`config.mk`:
```
export PLATFORM = sky130hd
export DESIGN_NAME = kabf_div
export DESIGN_NICKNAME = d
export VERILOG_FILES = /design/src/sv/kalman_angle_bias_filter_macros.svh /design/src/sv/kabf_pkg.sv /design/src/sv/kabf_div.sv
export SDC_FILE = /design/constraint.sdc
export NUM_CORES = 1
export LEC_CHECK = 0
export BUFFER_PORTS_ARGS = -buffer_cell sky130_fd_sc_hd__clkbuf_2
export CORE_AREA = 5 5 138 140
export DETAILED_ROUTE_END_ITERATION = 12
export DIE_AREA = 0 0 143 145
export MAX_ROUTING_LAYER = met4
export PLACE_DENSITY_LB_ADDON = 0.1
export SLEW_MARGIN = 25
export SYNTH_ARGS = -nofsm -noshare
export SYNTH_HDL_FRONTEND = slang
export SYNTH_SLANG_ARGS = --single-unit
export TNS_END_PERCENT = 30
```
`constraint.sdc`:
```
create_clock -name clock -period 6.3 [get_ports clock]
set_clock_uncertainty 0.2 [all_clocks]
set_input_delay 0.315 -clock clock [delete_from_list [all_inputs] [get_ports clock]]
set_output_delay 0.315 -clock clock [all_outputs]
set_load 0.05 [all_outputs]
```
`src/sv/kalman_angle_bias_filter_macros.svh`:
```
// Assertion helpers shared by the filter RTL
`ifndef KALMAN_ANGLE_BIAS_FILTER_MACROS_SVH
`define KALMAN_ANGLE_BIAS_FILTER_MACROS_SVH

// antecedent holds -> consequent holds in the next cycle
`define KABF_ASSERT_NEXT(lbl, ante, cons, msg) \
   lbl: assert property (@(posedge clock) disable iff (reset) (ante) |=> (cons)) else $error(msg);

// antecedent holds -> consequent holds in the same cycle
`define KABF_ASSERT_SAME(lbl, ante, cons, msg) \
   lbl: assert property (@(posedge clock) disable iff (reset) (ante) |-> (cons)) else $error(msg);

`endif

```
`src/sv/kabf_pkg.sv`:
```
package kabf_pkg;

   // noise terms, covariance and gains carry this many fraction bits
   localparam int COV_FRAC = 24;
   // restoring divider steps: 32-bit magnitude shifted up by COV_FRAC
   localparam int DIV_STEPS = COV_FRAC + 32;
   localparam int DIV_NUM_W = DIV_STEPS;
   localparam int DIV_CNT_W = $clog2(DIV_STEPS);

   localparam int CSR_INDEX_W = 2;

   typedef logic signed [31:0] val_type;
   typedef logic        [31:0] noise_type;
   typedef logic        [17:0] dt_type;
   typedef logic [CSR_INDEX_W-1:0] csr_index_type;
   typedef logic signed [71:0] wide_type;

   // request codes
   localparam logic REQ_UPDATE    = 1'b0;
   localparam logic REQ_SET_ANGLE = 1'b1;

   // register indexes
   localparam csr_index_type CSR_Q_ANGLE = 2'd0;
   localparam csr_index_type CSR_Q_BIAS  = 2'd1;
   localparam csr_index_type CSR_R_MEAS  = 2'd2;

   localparam noise_type Q_ANGLE_RESET = 32'd16777;
   localparam noise_type Q_BIAS_RESET  = 32'd50332;
   localparam noise_type R_MEAS_RESET  = 32'd503316;

   // divider result toward the sequencer
   typedef struct packed {
      logic    done;
      val_type quot;
   } div_rsp_type;

   // saturate to signed 32 bits
   function automatic val_type sat32(input wide_type x);
      wide_type max_v;
      wide_type min_v;
      max_v = wide_type'(32'sh7FFF_FFFF);
      min_v = wide_type'(32'sh8000_0000);
      if (x > max_v) return 32'sh7FFF_FFFF;
      if (x < min_v) return 32'sh8000_0000;
      return val_type'(x);
   endfunction

   // divide by 2^n, round to nearest, ties toward plus infinity
   function automatic wide_type rnd_shift(input wide_type x, input int n);
      wide_type one;
      one = wide_type'(1);
      return (x + (one <<< (n - 1))) >>> n;
   endfunction

endpackage

```
`src/sv/kabf_div.sv`:
```
// Bit-serial restoring divider: (num * 2^COV_FRAC) / den, truncated toward
// zero, saturated to 32 bits; a zero divisor yields zero.
module kabf_div (
   input  logic                  clock,
   input  logic                  reset,
   input  logic                  start,
   input  kabf_pkg::val_type     num,
   input  logic signed [33:0]    den,
   output kabf_pkg::div_rsp_type rsp
);
   import kabf_pkg::*;

   logic                 busy_ff, busy_in;
   logic                 done_ff, done_in;
   logic [DIV_CNT_W-1:0] cnt_ff, cnt_in;
   logic [DIV_NUM_W-1:0] num_ff, num_in;
   logic [32:0]          rem_ff, rem_in;
   logic [32:0]          den_ff, den_in;
   logic                 neg_ff, neg_in;
   logic                 zero_ff, zero_in;

   logic [31:0] num_mag;
   logic [33:0] den_abs;
   logic [33:0] rem_sh;
   logic [34:0] diff;

   // one quotient bit per cycle
   always_comb begin
      num_mag = num[31] ? (~num + 32'd1) : num;
      den_abs = den[33] ? (~den + 34'd1) : den;
      rem_sh  = {rem_ff, num_ff[DIV_NUM_W-1]};
      diff    = {1'b0, rem_sh} - {2'b00, den_ff};

      busy_in = busy_ff;
      done_in = 1'b0;
      cnt_in  = cnt_ff;
      num_in  = num_ff;
      rem_in  = rem_ff;
      den_in  = den_ff;
      neg_in  = neg_ff;
      zero_in = zero_ff;
      if (start) begin
         busy_in = 1'b1;
         cnt_in  = '0;
         num_in  = {num_mag, {COV_FRAC{1'b0}}};
         rem_in  = '0;
         den_in  = den_abs[32:0];
         neg_in  = num[31] ^ den[33];
         zero_in = (den == '0);
      end else if (busy_ff) begin
         if (!diff[34]) begin
            rem_in = diff[32:0];
            num_in = {num_ff[DIV_NUM_W-2:0], 1'b1};
         end else begin
            rem_in = rem_sh[32:0];
            num_in = {num_ff[DIV_NUM_W-2:0], 1'b0};
         end
         cnt_in = cnt_ff + 1'b1;
         if (cnt_ff == DIV_CNT_W'(DIV_STEPS - 1)) begin
            busy_in = 1'b0;
            done_in = 1'b1;
         end
      end
   end

   always_ff @(posedge clock) begin
      if (reset) begin
         busy_ff <= 1'b0;
         done_ff <= 1'b0;
      end else begin
         busy_ff <= busy_in;
         done_ff <= done_in;
      end
      cnt_ff  <= cnt_in;
      num_ff  <= num_in;
      rem_ff  <= rem_in;
      den_ff  <= den_in;
      neg_ff  <= neg_in;
      zero_ff <= zero_in;
   end

   // sign and saturate the finished quotient
   always_comb begin
      rsp.done = done_ff;
      if (zero_ff) begin
         rsp.quot = '0;
      end else if (!neg_ff) begin
         rsp.quot = (num_ff > DIV_NUM_W'(32'h7FFF_FFFF)) ? 32'sh7FFF_FFFF
                                                         : val_type'(num_ff[31:0]);
      end else begin
         rsp.quot = (num_ff > DIV_NUM_W'(32'h8000_0000)) ? 32'sh8000_0000
                                                         : val_type'(~num_ff[31:0] + 32'd1);
      end
   end

endmodule
```
==> key figures <==
Outcome
  • Outcome: completed

Global routing
  • Vias in the first global route: 7568
  • Largest net degree at the start of global routing: 83
  • GR Util met2: 33.9%
  • M3 GR Usage: 3.98%
  • Initial antenna violation count: 0
  • GRT overflow: 0
  • Total Routing Usage GR: 22.5%
  • Gr busiest metal: met2
  • Met1 GRT Util: 31.7%
  • First-pass GRT wire length: 37600 um

Synth
  • Sequential area share after synthesis: 36.0%
  • #FFs+latches synth: 132
  • Synthesized area: 9200 um^2
  • Ys flop type: edfxtp_1
  • Syn. warnings: 0
  • Syn_nets: 1230
  • Async set-reset flop share out of synthesis: 0%
  • EDFF count, synth: 67
  • Avg Cell Area, Syn: 8.19 um^2
  • Cells after Synth: 1123
  • Synth unique cells: 64

Pwr
  • Power per cell area: 255 nW/um^2
  • Leak: 4.24 nW
  • Worst vdd ir: 0.000205 V
  • Tot Pwr: 0.00267 W

Final layout
  • Multi-input gate area: 5410 um^2
  • Fillers: 1629
  • Synth-to-layout area growth: 13.8%
  • # nets final: 1298
  • Share of post-route cells with drive strength above 1: 12.8%
  • Reg area: 3320 um^2
  • # diodes: 0

Clock network
  • CTS tree: built
  • CTS Sinks: 132
  • Post-CTS Setup Bufs: 0
  • Worst-path clk slew: 60 ps
  • CTS max path bufs: 2
  • H-tree depth: 4
  • CTS root buffer: clkbuf_16
  • Post-CTS Resized: 0
  • TritonCTS buffer count: 17
  • Clk_lat worst skew: 430 ps

Critical path
  • Critical Path Start: num_ff[1]
  • Critical Path Source Type: register
  • Start of the worst register-to-register path: num_ff[55]
  • CP Data Required Time: 5780 ps
  • Critical path fanouts, max: 31
  • Crit path capture type: output port
  • WP data arrival: 4390 ps
  • Critical Setup Path Class: reg -> out
  • Worst R2R Path Depth: 12

Route
  • Drt wl/cell: 15.9 um
  • Initial drt markers: 613
  • Final ANT Viol Nets: 0
  • Drt pass-1 iters: 5
  • Remaining DRCs: 0
  • WL final: 22800 um
  • Vias per cell: 5.83
  • DR vias: 8352

Timing
  • Final hold violation count: 0
  • Final Critical Period: 4900 ps
  • Final Setup Violations: 0
  • Worst-margin pin slew: 1010 ps
  • Final period utilization: 77.8%
  • Worst hold slack: 16.1 ps
  • RSZ-0062 raised after global routing: false
  • Fin. max-slew vios: 0
  • Setup Total Neg Slack: 0 ps
  • Max-slew headroom: 32.8%
  • Fmax: 204 MHz

Floorplanning
  • Full die area: 20700 um^2
  • Die X: 143 um
  • Die span in y: 145 um
  • Total core area: 17700 um^2
  • IO Pins: 102
  • Num rows: 49
  • Initial core utilization: 51.9%

Placed design
  • IO buf count: 101
  • DP Wirelength: 16000 um
  • Final estimated routing congestion in global placement: 0.912

Worst hold path
  • Hold path cells: 2
  • Min-Delay Startpoint: den[12]
  • Hold Path Class: in -> reg

Flow run
  • Number of max-cap violations: 0
## sequential cells by signal, indices dropped and copies added, names as in the netlist
| name | cells |
|---|---|
| rem_ff | 33 |
| zero_ff | 1 |
| neg_ff | 1 |
| cnt_ff | 6 |
| den_ff | 33 |
| busy_ff | 1 |
| done_ff | 1 |
| num_ff | 56 |
## routing by layer
metal	up-vias	wire length (um)	share of wire, %
li1	4213	-	-
met3	27	1290	5.7
met5	-	0	0
met1	3867	11100	49
met4	0	233	1.0
met2	245	10100	45
## report_power, final
| part | switching [W] | leakage [nW] | internal (W) | total [W] |
|---|---|---|---|---|
| Sequential | 0.0000550 | 1.21 | 0.000981 | 0.00104 |
| Clock | 0.000388 | 0.282 | 0.000562 | 0.000949 |
| Combinational | 0.000430 | 2.75 | 0.000250 | 0.000680 |
## cell usage in the layout, fill, tap and decap left out, types with 30 or more instances in the layout
cell type  count
a311oi_1      36
mux2i_1       30
clkbuf_2     100
dfxtp_1       64
xor2_1        35
xnor2_1       56
edfxtp_1      67
ha_1          37
inv_1         56
a21oi_1       61
nand2_1      146
nor2_1       127
o21ai_0       72
## metrics by stage
step	worst slack [ps]	cell area, um^2	util [%]	instances
6_report	1400	10500	59.1	1433
3_3_place_gp	1930	9780	55.2	1389
2_1_floorplan	1850	9200	-	1123
5_1_grt	989	10500	59.1	1433
3_5_place_dp	1890	9780	55.2	1389
4_1_cts	1430	10500	59.1	1433
## final cells by class
type                       instances  share of cell area [%]
clock buffer                      22                    4.75
timing repair buffer             120                    6.50
clock inverter                    10                   0.645
multi-input combinational        863                    51.6
tap                              229                    2.74
sequential                       132                    31.7
inverter                          57                    2.04
## path summary, 6_finish.rpt
kind | to | slack, ps
worst max-delay path | rsp[1] | 1400
worst min-delay path | den_ff[12] | 20
worst max register to register | rem_ff[30] | 1900
worst min register to register | rem_ff[32] | 270
## kinds of logic after synthesis
group           share of synthesized area [%]
compound gates                           21.2
xor+xnor                                 8.67
fa+ha+maj                                5.25
buf+inv                                  5.28
flops                                    36.0
mux                                      3.39
simple gates                             20.2
## timing repair
| action | in CTS | in global routing |
|---|---|---|
| hold buffers | 12 | 0 |
| hold endpoints to repair | 13 | 0 |
| setup endpoints to repair | 0 | 0 |
## worst max-delay path, cell delays in order, from the launching register on
cell,delay (ps)
dfxtp_1,340
inv_1,80
ha_1,170
or3b_2,500
or4_1,570
nor4_1,520
nand3_1,180
o21ai_0,180
nand2_1,70
a21o_1,510
a311oi_1,480
clkbuf_2,350
## cell usage after synthesis, drive strengths merged (23+ instances only)
master  instances  area (um^2)
o21ai          73          365
ha             37          463
nor2          127          477
mux2i          30          300
xnor2          56          490
o31ai          23          173
a311oi         36          315
clkbuf         59          221
nor3           24          120
xor2           35          307
a21oi          61          305
nand2         147          554
dfxtp          65         1300
edfxtp         67         2010
inv            56          210
(Power assumes the default switching activity.)
